<file path="config.mk">
export PLATFORM = sky130hd
export DESIGN_NAME = zpt_back
export DESIGN_NICKNAME = d
export VERILOG_FILES = /design/src/hw/rtl/zpt_pkg.sv /design/src/hw/rtl/zpt_back.sv
export SDC_FILE = /design/constraint.sdc
export NUM_CORES = 1
export LEC_CHECK = 0
export BUFFER_PORTS_ARGS = -buffer_cell sky130_fd_sc_hd__clkbuf_2
export CAP_MARGIN = 15
export CORE_ASPECT_RATIO = 1.5
export CORE_MARGIN = 3
export CORE_UTILIZATION = 55
export DETAILED_ROUTE_END_ITERATION = 6
export PLACE_DENSITY = 0.84
export SYNTH_ARGS = -nofsm -noshare
export SYNTH_HDL_FRONTEND = slang
export SYNTH_SLANG_ARGS = --single-unit
</file>
<file path="constraint.sdc">
create_clock -name clk -period 14.6 [get_ports clk]
set_input_delay 1.46 -clock clk [delete_from_list [all_inputs] [get_ports clk]]
set_output_delay 1.46 -clock clk [all_outputs]
set_load 0.03 [all_outputs]
</file>
<file path="src/hw/rtl/zpt_pkg.sv">
// Package for the zigzag pivot tracker: default sizes, reset values of the
// configuration registers, event and register codes, and the result record type.
// Depends on nothing.
`timescale 1ns / 1ps

package zpt_pkg;

  // Default sizes handed to the top level parameters.
  localparam int DEPTH_MAX_DEF    = 64;
  localparam int BACKSTEP_MAX_DEF = 8;
  localparam int PRICE_BITS_DEF   = 32;

  // Depths of the queue between the two halves and of the result queue.
  localparam int REC_Q_DEPTH = 4;
  localparam int EVT_Q_DEPTH = 4;

  // Configuration register indexes.
  localparam logic [1:0] REG_WINDOW_DEPTH = 2'd0;
  localparam logic [1:0] REG_BACK_STEP    = 2'd1;
  localparam logic [1:0] REG_TOLERANCE    = 2'd2;

  // Configuration reset values.
  localparam logic [6:0]  WINDOW_DEPTH_RST = 7'd12;
  localparam logic [3:0]  BACK_STEP_RST    = 4'd3;
  localparam logic [15:0] TOLERANCE_RST    = 16'd10;

  // Event kinds.
  localparam logic [1:0] KIND_SET_LOW  = 2'd0;
  localparam logic [1:0] KIND_SET_HIGH = 2'd1;
  localparam logic [1:0] KIND_CLEAR    = 2'd2;

  // One result record.
  typedef struct packed {
    logic [1:0]  event_kind;
    logic [31:0] bar_index;
    logic [31:0] pivot_price;
    logic        last_event;
  } event_t;

endpackage

</file>
<file path="src/hw/rtl/zpt_back.sv">
// Back half of the zigzag pivot tracker: the cutting stage that alternates low
// and high pivots and emits set and clear events. Depends on zpt_pkg.
`timescale 1ns / 1ps

module zpt_back #(
  parameter int PB = 32
) (
  input  logic                clk,
  input  logic                rst,
  input  logic                rec_empty,
  input  logic [2*PB+32:0]    rec_data,
  output logic                rec_pop,
  output logic                ev_push,
  output zpt_pkg::event_t     ev_data,
  input  logic                ev_full
);

  localparam logic [1:0] B_IDLE = 2'd0;
  localparam logic [1:0] B_EVAL = 2'd1;
  localparam logic [1:0] B_EMIT = 2'd2;

  localparam logic [1:0] MODE_NEUTRAL = 2'd0;
  localparam logic [1:0] MODE_LOW     = 2'd1;
  localparam logic [1:0] MODE_HIGH    = 2'd2;

  typedef struct packed {
    logic [PB-1:0] low_mark;
    logic [PB-1:0] high_mark;
    logic [31:0]   bar_index;
    logic          last_cut;
  } cut_rec_t;

  logic [1:0]      state;
  cut_rec_t        rec;
  logic [1:0]      mode;
  logic [PB-1:0]   plo_price;
  logic [31:0]     plo_index;
  logic [PB-1:0]   phi_price;
  logic [31:0]     phi_index;
  zpt_pkg::event_t ev_a;
  zpt_pkg::event_t ev_b;
  logic [1:0]      ev_n;
  logic [1:0]      ei;
  zpt_pkg::event_t held;
  logic            held_v;

  logic [1:0]      mode_next;
  logic [PB-1:0]   plo_price_next;
  logic [31:0]     plo_index_next;
  logic [PB-1:0]   phi_price_next;
  logic [31:0]     phi_index_next;
  zpt_pkg::event_t ev_a_next;
  zpt_pkg::event_t ev_b_next;
  logic [1:0]      ev_n_next;
  logic            lm_nz;
  logic            hm_nz;
  logic            can_out;

  assign rec_pop = (state == B_IDLE) && !rec_empty;
  assign can_out = !held_v || !ev_full;

  // Pivot decision for one cut bar.
  always_comb begin
    lm_nz          = (rec.low_mark != '0);
    hm_nz          = (rec.high_mark != '0);
    mode_next      = mode;
    plo_price_next = plo_price;
    plo_index_next = plo_index;
    phi_price_next = phi_price;
    phi_index_next = phi_index;
    ev_n_next      = 2'd0;
    ev_a_next      = '0;
    ev_b_next      = '0;
    case (mode)
      MODE_LOW: begin
        if (lm_nz && rec.low_mark < plo_price && !hm_nz) begin
          ev_a_next      = '{zpt_pkg::KIND_CLEAR, plo_index, 32'd0, 1'b0};
          ev_b_next      = '{zpt_pkg::KIND_SET_LOW, rec.bar_index,
                             32'(rec.low_mark), 1'b0};
          ev_n_next      = 2'd2;
          plo_price_next = rec.low_mark;
          plo_index_next = rec.bar_index;
        end else if (hm_nz && !lm_nz) begin
          ev_a_next      = '{zpt_pkg::KIND_SET_HIGH, rec.bar_index,
                             32'(rec.high_mark), 1'b0};
          ev_n_next      = 2'd1;
          phi_price_next = rec.high_mark;
          phi_index_next = rec.bar_index;
          mode_next      = MODE_HIGH;
        end
      end
      MODE_HIGH: begin
        if (hm_nz && rec.high_mark > phi_price && !lm_nz) begin
          ev_a_next      = '{zpt_pkg::KIND_CLEAR, phi_index, 32'd0, 1'b0};
          ev_b_next      = '{zpt_pkg::KIND_SET_HIGH, rec.bar_index,
                             32'(rec.high_mark), 1'b0};
          ev_n_next      = 2'd2;
          phi_price_next = rec.high_mark;
          phi_index_next = rec.bar_index;
        end else if (lm_nz && !hm_nz) begin
          ev_a_next      = '{zpt_pkg::KIND_SET_LOW, rec.bar_index,
                             32'(rec.low_mark), 1'b0};
          ev_n_next      = 2'd1;
          plo_price_next = rec.low_mark;
          plo_index_next = rec.bar_index;
          mode_next      = MODE_LOW;
        end
      end
      MODE_NEUTRAL: begin
        // First pivot of the series; a low wins over a high on the same bar.
        if (plo_price == '0 && phi_price == '0) begin
          if (hm_nz) begin
            phi_price_next = rec.high_mark;
            phi_index_next = rec.bar_index;
            mode_next      = MODE_HIGH;
          end
          if (lm_nz) begin
            plo_price_next = rec.low_mark;
            plo_index_next = rec.bar_index;
            mode_next      = MODE_LOW;
            ev_a_next      = '{zpt_pkg::KIND_SET_LOW, rec.bar_index,
                               32'(rec.low_mark), 1'b0};
            ev_n_next      = 2'd1;
          end else if (hm_nz) begin
            ev_a_next      = '{zpt_pkg::KIND_SET_HIGH, rec.bar_index,
                               32'(rec.high_mark), 1'b0};
            ev_n_next      = 2'd1;
          end
        end
      end
      default: begin
        mode_next = mode;
      end
    endcase
  end

  // Result write: the held event goes out when a newer one replaces it,
  // and with its last flag set when the input's final cut is done.
  always_comb begin
    ev_push = 1'b0;
    ev_data = held;
    if (state == B_EMIT && held_v && !ev_full) begin
      if (ei < ev_n) begin
        ev_push = 1'b1;
      end else if (rec.last_cut) begin
        ev_push            = 1'b1;
        ev_data.last_event = 1'b1;
      end
    end
  end

  // Cutting stage sequencer and pivot state.
  always_ff @(posedge clk) begin
    if (rst) begin
      state     <= B_IDLE;
      mode      <= MODE_NEUTRAL;
      plo_price <= '0;
      plo_index <= '0;
      phi_price <= '0;
      phi_index <= '0;
      held_v    <= 1'b0;
      ev_n      <= '0;
      ei        <= '0;
    end else begin
      case (state)
        B_IDLE: begin
          if (!rec_empty) begin
            rec   <= rec_data;
            state <= B_EVAL;
          end
        end
        B_EVAL: begin
          mode      <= mode_next;
          plo_price <= plo_price_next;
          plo_index <= plo_index_next;
          phi_price <= phi_price_next;
          phi_index <= phi_index_next;
          ev_a      <= ev_a_next;
          ev_b      <= ev_b_next;
          ev_n      <= ev_n_next;
          ei        <= '0;
          state     <= B_EMIT;
        end
        B_EMIT: begin
          if (ei < ev_n) begin
            if (can_out) begin
              held   <= ei[0] ? ev_b : ev_a;
              held_v <= 1'b1;
              ei     <= ei + 1'b1;
            end
          end else if (rec.last_cut) begin
            if (can_out) begin
              held_v <= 1'b0;
              state  <= B_IDLE;
            end
          end else begin
            state <= B_IDLE;
          end
        end
        default: begin
          state <= B_IDLE;
        end
      endcase
    end
  end

endmodule

</file>
# Yosys cells after proc, flatten, opt, wreduce, memory -nomap -nowiden
# Index checks and enable logic that the tools add are counted.
dict set report totals {
  register_bits 435
  output_inout_bits 69
  word_cells 154
  input_bits 101
}
dict set report op_classes {
  n_mux 70
  bitwise_logic 2
  reduce_logical 34
  magnitude_cmp 3
  n_eq_ne 19
  addsub 1
}
# cell count
set op_table {}
lappend op_table {{32-bit 2-to-1 mux} 20}
lappend op_table {{32-bit case mux with 3 select lines} 4}
lappend op_table {{66-bit 2-to-1 mux} 5}
lappend op_table {{67-bit 2-to-1 mux} 3}
lappend op_table {{67-bit case mux with 3 select lines} 1}
lappend op_table {{66-bit case mux with 2 select lines} 1}
lappend op_table {{65-bit 2-to-1 mux} 2}
lappend op_table {{32-bit zero test} 2}
lappend op_table {{32-bit nonzero test} 2}
lappend op_table {{32-bit greater-than comparator} 1}
lappend op_table {{32-bit less-than comparator} 1}
lappend op_table {{2-bit 2-to-1 mux} 15}
lappend op_table {{2-bit != test (second input constant)} 12}
lappend op_table {{2-bit case mux with 3 select lines} 3}
lappend op_table {{1-bit 2-to-1 mux} 15}
lappend op_table {{7-bit AND reduction} 2}
lappend op_table {{3-bit AND reduction} 4}
lappend op_table {{1-bit logical AND} 10}
lappend op_table {{8-bit AND reduction} 1}
lappend op_table {{3-bit != test (second input constant)} 2}
lappend op_table {{1-bit zero test} 5}
lappend op_table {{2-bit by 1-bit equality test with 1-bit output (second input constant)} 2}
lappend op_table {{2-bit equality test (second input constant)} 2}
lappend op_table {{2-bit zero test} 2}
lappend op_table {{10 further kinds} 12}

# Depth between registers and ports, before layout
dict set report logic_depth {
  depth_word 6
  depth_mapped 11
  mapped_depth_nobuf 9
}

# Worst setup path after synthesis
# Ideal clock, no wire load.
dict set report synth_path {
  path_type {in2reg}
  start {input port rst}
  end {register rec[0] (netlist name) (enable)}
  path_slack_ps 2611
  required_time_ps 13809
  setup_time_ps 791
  arrival_ps 11198
  n_path_buf 3
  cell_stages 4
  path_cell_list {clkbuf_1 -> clkbuf_1 -> buf_1 -> nor4_1}
}
dict set report synth_via {
  elab_chain_len 2
}
# element line
set synth_lines {}
lappend synth_lines {{start: declaration} zpt_back.sv:9} ;# input logic rst,
lappend synth_lines {{1-bit inverter (no source line)} -}
lappend synth_lines {{3-bit AND reduction (no source line)} -}
lappend synth_lines {{end signal: assignment} zpt_back.sv:168} ;# rec <= rec_data;
lappend synth_lines {{end: declaration} zpt_back.sv:34} ;# cut_rec_t rec;
# No other way between the ends.
# A chain may end at the register's enable or synchronous reset.

==> run metrics <==
outcome=complete, no violations; Die ar.=39800 µm²; initial antenna violation count=0; Die Y=242.8 µm; DR vias/cell=6.195; CP cell instances=nor4_1 > and4_1 > o211a_1 > and2_4 > nand3_2 > a21oi_4 > a221o_1; design area=between 20000 and 25000 µm²; DP Cell Count=2393; CTS buffer count=between 40 and 50; Hold Buf Count CTS=0; first-pass GRT wire length=between 80000 and 90000 µm; detailed placer's ending HPWL=32530 µm; Crit Path Max Fanout=37; H-tree depth=2; endpoints failing setup=0; clk_skew=approximately 27 ps; pre-CTS setup slack=10240 ps; area occupied by multi-input gates=7981 µm²; Syn Area/Cell=about 11 µm²; Port Buffers=169; Syn. warnings=0; CP Data Arrival Time=~4700 ps; Slew Viols, Final=0; Post-Syn Area=20570 µm²; Initial Utilization=55.89%; fin crit period=4254 ps; FF+latch area=11570 µm²; post-CTS repair timing setup buffer count=0; critical path class=reg -> reg; total grt overflow=0; CTS Buffer Depth=3; Final period util=29.14%; vias in the first global route=15287; worst setup slack after layout=a little over 10000 ps; final wirelength=51120 µm; aggregate global-route resource usage=between 20 and 30%; maximum vdd drop=0.09939 mV; Post-Syn Instances=1856; die width=163.9 µm; nets=2124; Final Hold Viols=0; Rows=86; relative slew slack=between 20% and 30%; Hold Path Class=reg -> reg; Leak=between 8 and 9 nW; CTS resizes=0; register bit count reported by yosys=~430; Top-Level Pins=170; placed cell areas=between 20000 and 25000 µm²; slowest CP cell=a21oi_4; Setup TNS=0 ps; CTS clk-pin slew, worst paths=60 ps; CP Capture Type=register; worst stage delay on the critical path=1180 ps; library cells used by synthesis=63; Fmax=0.2351 GHz; pwr/cell area=129.6 nW/µm²; Vias=15313; Worst-Skew Late Latency=~550 ps; Pre-antenna DRT Iters=5; CTS tree=done; Finished Layout Cells=about 2500; Syn Nets=2025; MaxCap Viol Count=0; Placeable Area=between 30000 and 40000 µm²; Worst setup SP type=register; # DRC=0; initial drt markers=1645; ANT cells=0; clk root buf=clkbuf_16; Area growth syn-to-layout=12.04%; clock sinks=~430; fillcell total=roughly 2900; RSZ-0062 raised after global routing=no; Post-DRT Antenna Nets=0; pin count of the biggest net entering global routing=109; Worst-Margin Slew=around 1200 ps; CP required=15000 ps; register area share after synthesis=56.26%; WL per Instance=20.68 µm; RePlAce Congestion=0.9290; fraction of final layout cells sized beyond drive strength 1=between 10% and 20%
stage by stage:
step / power (mW) / hold slack, ps / util (%)
after floorplan: 1.818 / 431.9 / -
final: 2.988 / 455.7 / 62.62
after CTS: 3.001 / 459.5 / 62.52
after detailed placement: 1.941 / 452.4 / 58.86
after global routing: 3.099 / 484.6 / 62.62
after global placement: 1.922 / 444.5 / 58.86
cell usage in the layout (no fill, tap or decap), types with 19 or more instances in the layout:
cell	n
nor2_1	77
a32oi_1	64
nor4_1	31
inv_1	135
nor3b_1	35
nor3_1	66
and2_1	65
o21ai_0	76
buf_4	19
mux2i_1	65
a22o_1	31
ha_1	68
a21oi_1	69
a221o_1	32
o21a_1	35
nand2_1	153
nand3_1	133
clkbuf_2	168
clkbuf_16	43
dfxtp_1	136
edfxtp_1	294
mux2_2	66
state kept, by name, indices dropped and copies added (netlist names):
register and count:
ei 2, ev_a 66, ev_b 65, ev_data 66, ev_n 2, held_v 1, mode 2, phi_index 32
phi_price 32, plo_index 32, plo_price 32, rec 97, state 2
where the power goes:
group          total [mW]  switching [mW]  internal [mW]  leakage, nW
registers            1.49          0.0506           1.44         3.83
logic               0.435           0.249          0.186         4.06
clock network        1.07           0.455          0.611        0.649
total                2.99           0.755           2.23         8.54
cells in the mapped netlist, drive strengths merged:
library cell  count  share of area (%)
nor2             78                1.4
a22oi             2              0.073
o21ai            78                1.9
mux2i            65                3.2
and3              3              0.091
o31ai             1              0.037
nor2b             4               0.12
a22o             32                1.4
a211oi            6               0.36
a32oi            64                2.7
a311o             1              0.049
o2bb2ai           1              0.043
a221o            32                1.6
nor4             39                1.5
clkbuf          109                2.0
nand2           153                2.8
a221oi            1              0.043
nand3           135                3.3
buf              25               0.97
o2111ai           3               0.24
a211o             2              0.085
o211a             2              0.097
mux2             66                3.6
dfxtp           137                 13
o41ai             1              0.043
a31oi             5               0.18
o211ai            3               0.13
o21a             36                1.3
nor3b            35                1.3
nand2b            4               0.12
a21oi            71                1.7
and2             67                2.1
a21boi            1              0.037
nand4            19               0.61
nor3             67                1.6
inv             136                2.5
o311ai            1              0.043
a21o              6               0.23
edfxtp          294                 43
ha               68                4.1
and4              3               0.13
layout make-up:
type | count | share of cell area (%)
clock buffer | 55 | 4.995
tap | 484 | 2.628
timing repair buffer | 189 | 4.441
sequential | 431 | 50.23
inverter | 136 | 2.237
multi-input combinational | 1155 | 34.63
clock inverter | 22 | 0.8415
routing by layer:
metal,global-route usage [%],up-vias,part of all wire [%]
met5,0,-,0
met4,15.31,0,6.4
met3,3.142,203,6.5
met2,43.47,686,50
met1,30.23,7377,37
li1,-,7047,-
worst paths after layout:
| kind | start | endpoint | slack, ps | depth (start not counted) |
|---|---|---|---|---|
| setup / recovery | rec[96]$_DFFE_PP_ | ev_a[61]$_DFFE_PP_ | 10350 | 7 |
| hold / removal | ev_n[1]$_SDFFE_PP0P_ | ev_n[1]$_SDFFE_PP0P_ | 460 | 2 |
| setup reg to reg | rec[96]$_DFFE_PP_ | ev_a[61]$_DFFE_PP_ | 10350 | 7 |
| hold reg to reg | ev_n[1]$_SDFFE_PP0P_ | ev_n[1]$_SDFFE_PP0P_ | 460 | 2 |
worst max-delay path, delay by kind of cell, from the launching register on:
kind	cells	cell delay (ps)
DFF	1	590
and+or+nand+nor	4	1660
AOI/OAI and AO/OA	3	1830
cell families (layout without fill, tap and decap cells):
kind of cell	Yosys count	after routing	synth area share, %
multiplexers	131	131	6.777
buffers and inverters	270	402	5.463
AND/OR/NAND/NOR	607	607	15.04
flip-flops	431	431	56.26
AO/OA/AOI/OAI	349	349	12.32
adder cells (fa/ha/maj)	68	68	4.137
Note: power is estimated with default switching activity, not from simulation.
