==> src/hw/rtl/zpt_fifo.sv <==
// Small first-in first-out queue with a combinational read port.
// Used between the front and back halves and for the results. No dependencies.
`timescale 1ns / 1ps

module zpt_fifo #(
  parameter int WIDTH = 8,
  parameter int DEPTH = 4
) (
  input  logic             clk,
  input  logic             rst,
  input  logic             push,
  input  logic [WIDTH-1:0] din,
  output logic             full,
  input  logic             pop,
  output logic [WIDTH-1:0] dout,
  output logic             empty
);

  localparam int AW = (DEPTH > 1) ? $clog2(DEPTH) : 1;
  localparam int CW = $clog2(DEPTH + 1);

  logic [WIDTH-1:0] mem [DEPTH];
  logic [AW-1:0]    wr_ptr;
  logic [AW-1:0]    rd_ptr;
  logic [CW-1:0]    count;
  logic             do_push;
  logic             do_pop;

  assign full    = (count == CW'(DEPTH));
  assign empty   = (count == '0);
  assign do_push = push && !full;
  assign do_pop  = pop && !empty;
  assign dout    = mem[rd_ptr];

  // Storage.
  always_ff @(posedge clk) begin
    if (do_push) begin
      mem[wr_ptr] <= din;
    end
  end

  // Pointers and fill count.
  always_ff @(posedge clk) begin
    if (rst) begin
      wr_ptr <= '0;
      rd_ptr <= '0;
      count  <= '0;
    end else begin
      if (do_push) begin
        wr_ptr <= (wr_ptr == AW'(DEPTH - 1)) ? '0 : wr_ptr + 1'b1;
      end
      if (do_pop) begin
        rd_ptr <= (rd_ptr == AW'(DEPTH - 1)) ? '0 : rd_ptr + 1'b1;
      end
      if (do_push && !do_pop) begin
        count <= count + 1'b1;
      end else if (!do_push && do_pop) begin
        count <= count - 1'b1;
      end
    end
  end

endmodule

==> config.mk <==
export PLATFORM = sky130hd
export DESIGN_NAME = zpt_fifo
export DESIGN_NICKNAME = d
export VERILOG_FILES = /design/src/hw/rtl/zpt_fifo.sv
export SDC_FILE = /design/constraint.sdc
export NUM_CORES = 1
export LEC_CHECK = 0
export BUFFER_PORTS_ARGS = -buffer_cell sky130_fd_sc_hd__buf_4
export CORE_MARGIN = 4
export CORE_UTILIZATION = 40
export CTS_CLUSTER_DIAMETER = 80
export DETAILED_ROUTE_END_ITERATION = 12
export GPL_ROUTABILITY_DRIVEN = 0
export PLACE_DENSITY = 0.61
export SYNTH_ARGS = -nofsm -noshare
export SYNTH_HDL_FRONTEND = slang
export SYNTH_SLANG_ARGS = --single-unit
==> constraint.sdc <==
create_clock -name clk -period 5.1 [get_ports clk]
set_input_delay 0.51 -clock clk [delete_from_list [all_inputs] [get_ports clk]]
set_output_delay 0.51 -clock clk [all_outputs]
set_load 0.05 [all_outputs]
Word-level counts from Yosys, hierarchy flattened
Memories as Yosys holds them, arrays and structs flattened. A register that Yosys moved wholly into a read port is not among the register bits.
Index checks and enable logic that the tools add are counted.
{ "word_totals": {"reg_bits": 7, "ramBits": 32, "input_bits": 12, "out_inout_bits": 10, "word_cells": 29, "memories": 1} }
{ "classes": {"n_addsub": 4, "eq_ne": 3, "muxes": 8, "n_reduce_logical": 10} }
{ "memory_table": {"columns": ["memory", "words", "word_bits", "read_ports", "rd_clocked_by_memory_dff", "wr", "line_no", "rtl"], "rows": [
  ["mem", 4, 8, 1, 1, 1, "22", "logic [WIDTH-1:0] mem [DEPTH];"]
]} }
{ "op_table": {"columns": ["cell", "count"], "rows": [
  ["2-to-1 mux 2 bit", 4],
  ["2-to-1 mux 3 bit", 2],
  ["adder 2 x 1 -> 2 bit, second input constant", 2],
  ["== test 2 bit, second input constant", 2],
  ["logical AND 1 bit", 4],
  ["logical NOT 1 bit", 4],
  ["adder 3 x 1 -> 3 bit, second input constant", 1],
  ["== test 3 bit, second input constant", 1],
  ["logical NOT 3 bit", 1],
  ["subtractor 3 x 1 -> 3 bit, second input constant", 1],
  ["2-to-1 mux 1 bit", 2],
  ["nonzero test 2 bit", 1]
]} }

Longest topological paths before layout
Gate-level depths: netlist of the first run.
{ "depth": {"depth_word": 7, "ltp_mapped": 10, "depth_no_buf": 9} }

Worst setup path before layout of the first run
OpenSTA, ideal clock, no wires.
{ "synth_timing": {"path_type": "flip-flop to flip-flop", "start": "reg count[0]", "end": "reg count[2]", "setup_ps": 70, "arrival_ps": 2188, "t_required_ps": 5030, "slack_ps": 2842, "stages_incl_launch_ff": 11, "n_path_buf": 1, "synth_period_minus_slack_ps": 2258, "cell_sequence": "dfxtp_1 > or3b_1 > buf_6 > clkinv_4 > nor2_2 > ha_1 > inv_1 > fa_1 > xor2_1 > or3_2 > a21oi_1"} }
{ "synth_between": {"elab_chain_cells": 6, "elab_cells_between_ends": 15, "classes_between": "2 x add/sub; 1 x eq/ne; 2 x mux; 10 x reduce/logical"} }
{ "synth_rtl": {"columns": ["element", "line_no", "rtl"], "rows": [
  ["from (decl)", "25", "logic [CW-1:0] count;"],
  ["from (signal assigned)", "56", "count <= count + 1'b1;"],
  ["from (signal assigned)", "58", "count <= count - 1'b1;"],
  ["== test 3 bit (*)", "29", "assign full = (count == CW'(DEPTH));"],
  ["net full", "13", "output logic full,"],
  ["logical NOT 1 bit (*)", "31", "assign do_push = push && !full;"],
  ["logical AND 1 bit (*)", "31", null],
  ["net do_push", "26", "logic do_push;"],
  ["logical NOT 1 bit", "57", "end else if (!do_push && do_pop) begin"],
  ["logical AND 1 bit", "57", null],
  ["nonzero test 2 bit (no source line)", null, null]
]} }
The timed path passes the listed nets; every way through them passes the cells marked *. The select of a mux whose other input is x is not followed.
A chain may end at the register's enable or synchronous reset.

Worst setup path in the final report of the first run
{ "layout_timing": {"start": "reg count[0]", "end": "reg count[2]"} }
{ "layout_between": {"elab_chain_cells": 6, "elab_cells_between_ends": 15, "classes_between": "2 x add/sub; 1 x eq/ne; 2 x mux; 10 x reduce/logical"} }
{ "layout_rtl": {"columns": ["element", "line_no"], "rows": [
  ["== test 3 bit (*)", "29"],
  ["logical NOT 1 bit (*)", "31"],
  ["logical AND 1 bit (*)", "31"],
  ["net do_push", "26"],
  ["logical NOT 1 bit", "57"],
  ["logical AND 1 bit", "57"],
  ["nonzero test 2 bit (no source line)", null]
]} }
Marks and branches as above.

==> results.md, run 1 <==
- Outcome: completed
- Layout overhead on the synthesized area: 18.6%
- Final count of hold timing violations: 0
- Count of routing violations after the opening detailed-route iteration: 50
- Global-route wire length before repair: 4240 um
- Initial standard-cell utilization of the core: around two fifths
- Gate count after technology mapping: 92
- Setup repair after global routing missed its margin: no
- Static leakage: around 0.7 nW
- Root Buffer Master: sky130_fd_sc_hd__clkbuf_8
- Iteration count of the initial detailed-routing pass: 4
- Number of warning messages in the yosys log: 0
- Cts bufs inserted: 5
- Setup repair bufs after CTS: 0
- Cells along the critical path: or3b_1, clkinv_4, nor2_2, ha_1, inv_1, fa_1, xor2_1, or3_2, a21oi_1
- Hold buffer count at cts: 0
- Number of max-capacitance violations reported: 0
- H-tree depth: 2
- Number of enable flip-flop cells after synthesis: 32
- Data required time of the worst path: 5.32 ns
- Via density per instance: about 5
- Total Die Area: 5200 sq um
- Master of the slowest instance on the critical path: sky130_fd_sc_hd__dfxtp_1
- DRT Wirelength: 2680 um
- Share of flip-flops with an asynchronous set or reset: 0%
- Placement Rows: 23
- Type of destination of the critical path: register
- Family of cells with the greatest summed delay on the critical path: simple AND/OR/NAND/NOR gates
- Share of the core filled with cells in the final layout: between 40 and 50%
- Seq/Total Area, Yosys: 69.4%
- Crit Path Max Fanout: 7
- Critical path startpoint category: register
- Highest achievable clock rate: about 0.42 GHz
- Count of cell types in the netlist: 26
- Antenna Violating Nets Remaining: 0
- Quantity of gates resized following cts: 0
- Clock transition at the register clock pins on the worst setup and hold paths after CTS: approximately 0.080 ns
- Cell type contributing the most total cell area after synthesis: sky130_fd_sc_hd__edfxtp_1
- Slew at the pin closest to its max-slew limit: 0.565 ns
- Pin count of the biggest net entering global routing: 14
- DRC: 0
- Number of antenna violations at the first check in global routing: 0
- Critical Path AT: roughly 2.6 ns
- Clock latency reported for the late side of the worst-skew pair: ~0.29 ns
- Ant diodes: 0
- Total buffers and inverters traversed by the critical path: 2
- Top Ports: 22
- Cell Pwr Density: between 500 and 600 nW/um^2
- Final worst clock skew: 0.00661 ns
- Area inside the core boundary: around 4000 sq um
- Via count of the first global-routing pass: between 800 and 900
- Largest stage delay on the critical path: between 0.4 and 0.5 ns
- Worst ir drop on vdd: a little under 0.3 mV
- Final routed wire length divided by cell count: 16.1 um
- Hold/Removal Path Class: in -> reg
- CTS sink cnt: 41
- Final setup viols: 0
- #FFs+latches synth: 41
- GRT Total Usage: a little under an eighth
- Total negative setup slack: 0 ns
- Number of vias after detailed routing: between 800 and 900
- Dominant synthesized flop cell: sky130_fd_sc_hd__edfxtp_1
- Syn Nets: around 110
- Max Transition Viols Final: 0
- Dominant cell by count in the synthesized netlist: sky130_fd_sc_hd__edfxtp_1
- Cell types with the largest area share after synthesis: sky130_fd_sc_hd__edfxtp_1 58%, sky130_fd_sc_hd__dfxtp_1 11%, sky130_fd_sc_hd__mux4_2 11%
- CTS tree: yes
- Number of buffer cells added on primary ports: 21
- Type of the setup path with the least slack: reg -> reg
- Share of the synthesized area in the top cell type: between 50% and 60%
- Total overflow reported by the global router: 0
- Most instantiated cells after synthesis: 32 x sky130_fd_sc_hd__edfxtp_1, 9 x sky130_fd_sc_hd__dfxtp_1, 8 x sky130_fd_sc_hd__mux4_2, 6 x sky130_fd_sc_hd__ha_1
- Die extent in x: 72.1 um
- Maximum count of clock buffers along a single path: 2
- Combined area of all synthesized cells: roughly 1600 sq um
- Vertical extent of the die: 72.1 um
- Final critical path time including I/O delays and setup: 2.40 ns
- Max transition margin: a little over 60%
- Final period utilization: a little under half
- Count of nets after finishing: 135
- Layout cells sized above 1: between 30% and 40%
- Average cell area after synthesis: 17.9 sq um
- Half-perimeter wire length after placement: about 1900 um
[logic make-up (layout without fill, tap and decap cells)]
logic type	count (synthesis)	after routing	synth area share, %
buf+inv	9	34	2.89
xor+xnor	2	2	1.06
compound gates	7	7	3.04
fa+ha+maj	7	7	5.78
simple gates	16	16	5.70
mux	10	10	12.2
flops	41	41	69.4
[final timing paths]
check	from	endpoint	slack [ns]	cells after the start
max	count[0]	count[2]	2.70	9
min	din[0]	mem[3][0]	0.42	1
max reg2reg	count[0]	count[2]	2.70	9
min reg2reg	rd_ptr[0]	rd_ptr[0]	0.51	2
[final cells by class]
class	count	area [sq um]
timing repair buffer	21	158
multi-input combinational	42	457
clock inverter	3	41.3
inverter	5	23.8
clock buffer	5	68.8
tap	50	62.6
fill	347	2050
sequential	41	1140
[registers in the layout, indices dropped and copies added, names as in the netlist, named ones only]
| name | flops |
|---|---|
| mem | 32 |
| rd_ptr | 2 |
| wr_ptr | 2 |
| count | 3 |
[stage by stage]
step	power (mW)	hold slack [ns]	instances	setup WS (ns)	instance area [sq um]
6_report	1.04	0.418	167	2.70	1950
5_1_grt	1.09	0.398	167	2.54	1950
4_1_cts	1.05	0.407	167	2.70	1950
3_5_place_dp	0.799	0.487	159	2.74	1840
3_3_place_gp	0.788	0.476	159	2.83	1840
2_1_floorplan	0.707	0.463	92	2.84	1650
[power breakdown]
group	internal (mW)	total (mW)	switching (mW)
sequential	0.407	0.448	0.0410
clock	0.144	0.250	0.106
combinational	0.131	0.337	0.206
total	0.683	1.04	0.353
[layout by cell type, fill, tap and decap left out]
cell and count:
sky130_fd_sc_hd__nor2_2 1, sky130_fd_sc_hd__clkinv_1 1, sky130_fd_sc_hd__mux4_2 8, sky130_fd_sc_hd__nand2_1 1
sky130_fd_sc_hd__clkbuf_8 5, sky130_fd_sc_hd__edfxtp_1 32, sky130_fd_sc_hd__o21ai_0 1, sky130_fd_sc_hd__clkinvlp_4 1
sky130_fd_sc_hd__ha_1 6, sky130_fd_sc_hd__clkinv_4 1, sky130_fd_sc_hd__nor2_1 3, sky130_fd_sc_hd__a21oi_1 3
sky130_fd_sc_hd__o31ai_2 2, sky130_fd_sc_hd__bufinv_16 1, sky130_fd_sc_hd__xor2_1 2, sky130_fd_sc_hd__or3_1 1
sky130_fd_sc_hd__o21ai_1 1, sky130_fd_sc_hd__or3b_1 1, sky130_fd_sc_hd__fa_1 1, sky130_fd_sc_hd__buf_4 21
sky130_fd_sc_hd__or3_2 1, sky130_fd_sc_hd__nand3_1 2, sky130_fd_sc_hd__nor3_1 2, sky130_fd_sc_hd__and3_2 4
sky130_fd_sc_hd__inv_1 4, sky130_fd_sc_hd__dfxtp_1 9, sky130_fd_sc_hd__mux2i_1 2
[per-layer routing]
metal	up-vias	GRT usage (%)	wire, um
met3	5	4.43	159
met1	420	13.2	1070
met4	0	4.80	33
li1	398	-	-
met2	20	18.4	1420
met5	-	0	0
Note: power is estimated with default switching activity, not from simulation.
==> run 2: changes to the inputs <==
--- a/config.mk
+++ b/config.mk
@@ -5,13 +5,14 @@
 export SDC_FILE = /design/constraint.sdc
 export NUM_CORES = 1
 export LEC_CHECK = 0
+export ABC_AREA = 1
 export BUFFER_PORTS_ARGS = -buffer_cell sky130_fd_sc_hd__buf_4
 export CORE_MARGIN = 4
 export CORE_UTILIZATION = 40
 export CTS_CLUSTER_DIAMETER = 80
 export DETAILED_ROUTE_END_ITERATION = 12
 export GPL_ROUTABILITY_DRIVEN = 0
-export PLACE_DENSITY = 0.61
+export PLACE_DENSITY = 0.63
 export SYNTH_ARGS = -nofsm -noshare
 export SYNTH_HDL_FRONTEND = slang
 export SYNTH_SLANG_ARGS = --single-unit
==> constraint.sdc (replaced) <==
create_clock -name clk -period 2.1 [get_ports clk]
set_input_delay 0.21 -clock clk [delete_from_list [all_inputs] [get_ports clk]]
set_output_delay 0.21 -clock clk [all_outputs]
set_load 0.05 [all_outputs]
==> run 2 against run 1 <==
Net effect:
- final cell count up 37%
- via count increased by 32%
- power grew to 2.7 times the previous value
- count of clock-buffer cells in the layout increased by 3
- worst setup slack worse by 2.5 ns
==> results.md, run 2 <==
- Maximum count of clock buffers along a single path: 2
- Number of enable flip-flop cells after synthesis: 32
- Layout cells sized above 1: between 20% and 30%
- Cell Pwr Density: approximately 1400 nW/um^2
- Final routed wire length divided by cell count: between 10 and 15 um
- Critical Path AT: 2.06 ns
- Setup repair after global routing missed its margin: no
- Setup repair bufs after CTS: 0
- Vertical extent of the die: between 70 and 80 um
- Final setup viols: 0
- Cell type contributing the most total cell area after synthesis: sky130_fd_sc_hd__edfxtp_1
- Number of max-capacitance violations reported: 0
- Antenna Violating Nets Remaining: 0
- Hold/Removal Path Class: in -> reg
- #FFs+latches synth: between 40 and 50
- Syn Nets: between 150 and 200
- Most common cell after layout, fill and taps aside: sky130_fd_sc_hd__nor2_1
- Dominant cell by count in the synthesized netlist: sky130_fd_sc_hd__nor2_1
- Highest achievable clock rate: roughly 0.53 GHz
- Slew at the pin closest to its max-slew limit: ~0.35 ns
- Cells along the critical path: nor2_1, nand2_1, nand2_2, inv_1, ha_1, inv_1, fa_1, o21ai_0, nor2_1
- Share of the core filled with cells in the final layout: between 40 and 50%
- Half-perimeter wire length after placement: between 2000 and 2500 um
- Count of nets after finishing: around 200
- Type of the setup path with the least slack: reg -> reg
- Area inside the core boundary: roughly 4000 sq um
- Type of destination of the critical path: register
- Hold buffer count at cts: 0
- Post-layout total power: 2.78 mW
- Dominant synthesized flop cell: sky130_fd_sc_hd__edfxtp_1
- H-tree depth: 2
- CTS sink cnt: 41
- Global-route wire length before repair: between 5000 and 6000 um
- Crit Path Max Fanout: 7
- Quantity of gates resized following cts: 0
- Number of antenna violations at the first check in global routing: 0
- Reg with most FFs: mem
- Max Transition Viols Final: 0
- Commonest cells after routing, fill and taps aside: 33 x sky130_fd_sc_hd__nor2_1, 32 x sky130_fd_sc_hd__edfxtp_1, 26 x sky130_fd_sc_hd__buf_4
- Outcome: completed
- Top Ports: 22
- Combined area of all synthesized cells: between 1500 and 2000 sq um
- CTS tree: yes
- DRC: 0
- Largest stage delay on the critical path: around 0.40 ns
- Critical path startpoint category: register
- Ant diodes: 0
- Regs by FF count: mem x32, count x3
- Gate count after technology mapping: 147
- # placed instances: 221
- Number of warning messages in the yosys log: 0
- Share of flip-flops with an asynchronous set or reset: 0%
- Count of routing violations after the opening detailed-route iteration: 60
- Layout overhead on the synthesized area: 19.2%
- Total overflow reported by the global router: 0
- Share of the synthesized area in the top cell type: 56.6%
- Via density per instance: 4.87
- Total negative setup slack: 0 ns
- Number of vias after detailed routing: between 1000 and 1500
- Worst ir drop on vdd: slightly above 0.7 mV
- Initial standard-cell utilization of the core: approximately two fifths
- Count of cell types in the netlist: 19
- Iteration count of the initial detailed-routing pass: 4
- Clock latency reported for the late side of the worst-skew pair: ~0.28 ns
- Master of the slowest instance on the critical path: sky130_fd_sc_hd__fa_1
- Cell types with the largest area share after synthesis: sky130_fd_sc_hd__edfxtp_1 57%, sky130_fd_sc_hd__dfxtp_1 11%, sky130_fd_sc_hd__nor2_1 7.3%
- GRT Total Usage: a little over an eighth
- Pin count of the biggest net entering global routing: 17
- Largest register FFs: 32
- Final count of hold timing violations: 0
- Non-filler instance count after layout: around 230
- Seq/Total Area, Yosys: approximately two thirds
- Final worst clock skew: about 0.0071 ns
- Root Buffer Master: sky130_fd_sc_hd__clkbuf_8
- Most instantiated cells after synthesis: 33 x sky130_fd_sc_hd__nor2_1, 32 x sky130_fd_sc_hd__edfxtp_1, 17 x sky130_fd_sc_hd__inv_1, 13 x sky130_fd_sc_hd__nand2_1, 13 x sky130_fd_sc_hd__o21ai_0
- DRT Wirelength: approximately 3200 um
- Via count of the first global-routing pass: 1194
- Final critical path time including I/O delays and setup: 1.89 ns
- Total Die Area: ~5300 sq um
- Placement Rows: 23
- Cts bufs inserted: 5
- Final period utilization: roughly nine tenths
- Static leakage: 0.822 nW
- Max transition margin: between 70% and 80%
- Number of buffer cells added on primary ports: 21
- Clock transition at the register clock pins on the worst setup and hold paths after CTS: approximately 0.07 ns
- Data required time of the worst path: 2.28 ns
- Die extent in x: approximately 73 um
- Average cell area after synthesis: between 10 and 15 sq um
run 2: final cells by class:
class | count | area [sq um]
flip-flops and latches | 41 | 1140
inverters | 18 | 67.6
well taps | 50 | 62.6
fillers | 355 | 2040
multi-input cells | 86 | 465
clock buffers | 8 | 90.1
repair buffers | 26 | 195
run 2: where the power goes:
group	switching, mW	internal [mW]
clock network	0.243	0.268
registers	0.0940	1.01
logic	0.807	0.367
total	1.14	1.64
run 2: cells by family (layout without fill, tap and decap cells):
kind of cell             Yosys count  after routing  synth area share [%]
AO/OA/AOI/OAI                     27             27                  9.22
XOR/XNOR                           1              1                 0.516
adder cells (fa/ha/maj)            7              7                  5.60
buffers and inverters             20             52                  5.31
flip-flops                        41             41                  67.3
AND/OR/NAND/NOR                   51             51                  12.1
run 2: path summary, 6_finish.rpt:
kind / end / from / slack, ns / depth (start not counted)
setup / recovery: count[1] / count[1] / 0.21 / 9
hold / removal: count[0] / rst / 0.08 / 2
setup reg to reg: count[1] / count[1] / 0.21 / 9
hold reg to reg: wr_ptr[1] / wr_ptr[1] / 0.53 / 2
run 2: routing by layer:
layer / global-route usage [%] / vias up / part of all wire, %
li1: - / 559 / -
met1: 14.4 / 525 / 40
met2: 24.1 / 24 / 53
met3: 4.27 / 7 / 4.9
met4: 4.10 / 0 / 1.6
met5: 0 / - / 0
run 2: through the flow:
step           hold slack [ns]  instance area, sq um  worst slack, ns
2_1_floorplan            0.282                  1700            0.410
3_3_place_gp             0.382                  1930            0.323
3_5_place_dp             0.382                  1930            0.255
4_1_cts                 0.0782                  2020            0.236
5_1_grt                 0.0798                  2020           0.0361
6_report                0.0837                  2020            0.214
run 2: critical path: cells and delay by family, from the launching register on:
kind | cells | cell delay, ns
AOI/OAI and AO/OA | 1 | 0.18
adders and majority gates | 2 | 0.61
buffers and inverters | 2 | 0.15
DFF | 1 | 0.35
and+or+nand+nor | 4 | 0.49
==> run 3: changes to the inputs <==
--- a/config.mk
+++ b/config.mk
@@ -5,7 +5,7 @@
 export SDC_FILE = /design/constraint.sdc
 export NUM_CORES = 1
 export LEC_CHECK = 0
-export ABC_AREA = 1
+export ABC_AREA = 0
 export BUFFER_PORTS_ARGS = -buffer_cell sky130_fd_sc_hd__buf_4
 export CORE_MARGIN = 4
 export CORE_UTILIZATION = 40
==> run 3 against run 2 <==
Net effect:
- register-to-register slack lost 0.098 ns
- critical endpoint is now count[2]
- sequential share of layout area grew 0.34 points
- largest cell class unchanged
- core utilization grew 0.75 points
- clock power is essentially flat
==> results.md, run 3 (synthesized netlist as in run 1, its figures left out) <==
- CTS tree: yes
- Clock latency reported for the late side of the worst-skew pair: around 0.28 ns
- Via density per instance: slightly above 5
- Setup slack, reg-to-reg: roughly 0.12 ns
- Hold/Removal Path Class: in -> reg
- Power dissipated by switching net loads: ~0.88 mW
- Setup repair bufs after CTS: 0
- Power share of the clock group: between 20% and 30%
- Reg-to-reg critical path endpoint: count[2]
- Sequential fraction of design power: between 40% and 50%
- Worst ir drop on vdd: slightly above 0.7 mV
- Largest register FFs: 32
- Count of routing violations after the opening detailed-route iteration: 22
- Hold buffer count at cts: 0
- Minimum hold slack: around 0.12 ns
- Layout overhead on the synthesized area: 23.0%
- Maximum count of clock buffers along a single path: 2
- Most common cell after layout, fill and taps aside: sky130_fd_sc_hd__edfxtp_1
- Max Transition Viols Final: 0
- Total overflow reported by the global router: 0
- Placement Rows: 23
- Pin count of the biggest net entering global routing: 13
- Timing endpoint of the critical path: count[2]
- Worst r2r path cells: 8
- Ant diodes: 0
- Launch point of the worst reg-to-reg path: count[2]
- Top Ports: 22
- Root Buffer Master: sky130_fd_sc_hd__clkbuf_8
- Cell Pwr Density: about 1300 nW/um^2
- Cts bufs inserted: 5
- Layout cells sized above 1: 45.1%
- Crit Path Max Fanout: 4
- Highest achievable clock rate: roughly 0.5 GHz
- Hold Path Depth: 1
- Clock transition at the register clock pins on the worst setup and hold paths after CTS: 0.07 ns
- Type of the setup path with the least slack: reg -> reg
- H-tree depth: 2
- Iteration count of the initial detailed-routing pass: 4
- Number of max-capacitance violations reported: 0
- Number of buffer cells added on primary ports: 21
- Final critical path time including I/O delays and setup: 1.98 ns
- CTS sink cnt: just over 40
- GRT Total Usage: 12.5%
- Vertical extent of the die: between 70 and 80 um
- Max transition margin: roughly 70%
- Logic depth of the worst setup path including buffers: 8
- Final worst clock skew: between 0.005 and 0.006 ns
- Family of cells with the greatest summed delay on the critical path: adder cells
- Number of vias after detailed routing: ~870
- Final routed wire length divided by cell count: between 15 and 20 um
- Regs by FF count: mem x32, count x3
- Final period utilization: 94.5%
- Die extent in x: between 70 and 80 um
- Reg with most FFs: mem
- Antenna Violating Nets Remaining: 0
- Master of the slowest instance on the critical path: sky130_fd_sc_hd__fa_2
- Slew at the pin closest to its max-slew limit: 0.429 ns
- Critical Path AT: between 2 and 2.5 ns
- Power share of the combinational group: about 38%
- Area inside the core boundary: between 4000 and 5000 sq um
- Type of destination of the critical path: register
- Critical path startpoint category: register
- Number of antenna violations at the first check in global routing: 0
- Final setup viols: 0
- Total Die Area: approximately 5200 sq um
- Count of nets after finishing: 140
- Outcome: completed
- Setup repair after global routing missed its margin: no
- Global-route wire length before repair: between 4000 and 5000 um
- Commonest cells after routing, fill and taps aside: 32 x sky130_fd_sc_hd__edfxtp_1, 26 x sky130_fd_sc_hd__buf_4, 8 x sky130_fd_sc_hd__mux4_2
- Half-perimeter wire length after placement: around 2000 um
- Final count of hold timing violations: 0
- Initial standard-cell utilization of the core: 41.1%
- Post-layout total power: ~2.5 mW
- DRC: 0
- DRT Wirelength: 2820 um
- Static leakage: 0.743 nW
- Data required time of the worst path: ~2.3 ns
- Via count of the first global-routing pass: about 1000
- Timing startpoint of the critical path: count[2]
- Largest stage delay on the critical path: about 0.33 ns
- Cells along the critical path: buf_4, o31ai_4, ha_4, inv_1, fa_2, xor2_1, or3_4, a21oi_2
- Fraction of power spent switching nets: 34.7%
- Internal power consumption: roughly 1.7 mW
- Total buffers and inverters traversed by the critical path: 2
==> run 3: changes by cell type in the layout (fill, tap and decap cells not counted), sizes merged, moves of 2 or more <==
cell    before  now
mux2i        0    2
or3          0    2
mux4         0    8
o21ai       17    2
nand3b       2    0
o22ai        8    0
nor2        33    4
inv         18    4
and3         0    4
o31ai        0    2
nor3         0    2
nand2       14    1
==> run 3: power groups by stage <==
stage	Clock, mW	Sequential (mW)	Combinational [mW]
2_1_floorplan	0	1.06	0.680
3_3_place_gp	0	1.07	0.906
3_5_place_dp	0	1.08	0.925
4_1_cts	0.526	1.07	0.957
5_1_grt	0.568	1.09	1.02
6_report	0.511	1.07	0.956
==> run 3: area by class of cell <==
| type | count | area [sq um] |
|---|---|---|
| Clock buffer | 8 | 90.1 |
| Fill cell | 333 | 1980 |
| Inverter | 5 | 31.3 |
| Multi-Input combinational cell | 42 | 495 |
| Sequential cell | 41 | 1150 |
| Tap cell | 50 | 62.6 |
| Timing Repair Buffer | 26 | 195 |
==> run 3: worst min path at each step <==
stage / slack [ns] / endpoint / startpoint
global route: 0.11 / mem[2][0] / din[0]
global placement: 0.41 / mem[0][3] / din[3]
floorplan: 0.31 / mem[0][0] / din[0]
finish: 0.12 / mem[2][6] / din[6]
detailed placement: 0.41 / mem[0][6] / din[6]
CTS: 0.11 / mem[2][6] / din[6]
==> run 3: per-stage QoR <==
step	TNS [ns]	util, %	instances	setup WS, ns	instance area (sq um)
final	0	50.6	172	0.116	2020
after global routing	0	50.6	172	0.0490	2020
after CTS	0	50.4	172	0.0162	2020
after detailed placement	-0.0911	47.5	164	-0.0911	1900
after global placement	0	47.5	164	0.000361	1900
after floorplan	0	-	92	0.00321	1670
==> run 3: worst reg2reg max path, delay by kind of cell (launching register included) <==
| kind | cells | cell delay [ns] |
|---|---|---|
| flip-flops | 1 | 0.32 |
| AO/OA/AOI/OAI | 2 | 0.40 |
| adder cells (fa/ha/maj) | 2 | 0.52 |
| AND/OR/NAND/NOR | 1 | 0.33 |
| buffers and inverters | 2 | 0.20 |
| XOR/XNOR | 1 | 0.16 |
==> run 3: timing repair <==
item / CTS / global route
endpoints found under the hold margin: 0 / 0
resized for setup: 4 / 2
endpoints found under the setup margin: 1 / 1
pin swaps: 1 / 3
==> run 3: per-layer routing <==
layer	routed length (um)	global-route usage (%)	vias to the layer above
met1	1090	13.1	430
met5	0	0	-
met3	176	3.88	6
li1	-	-	409
met2	1520	23.3	24
met4	38	4.38	0
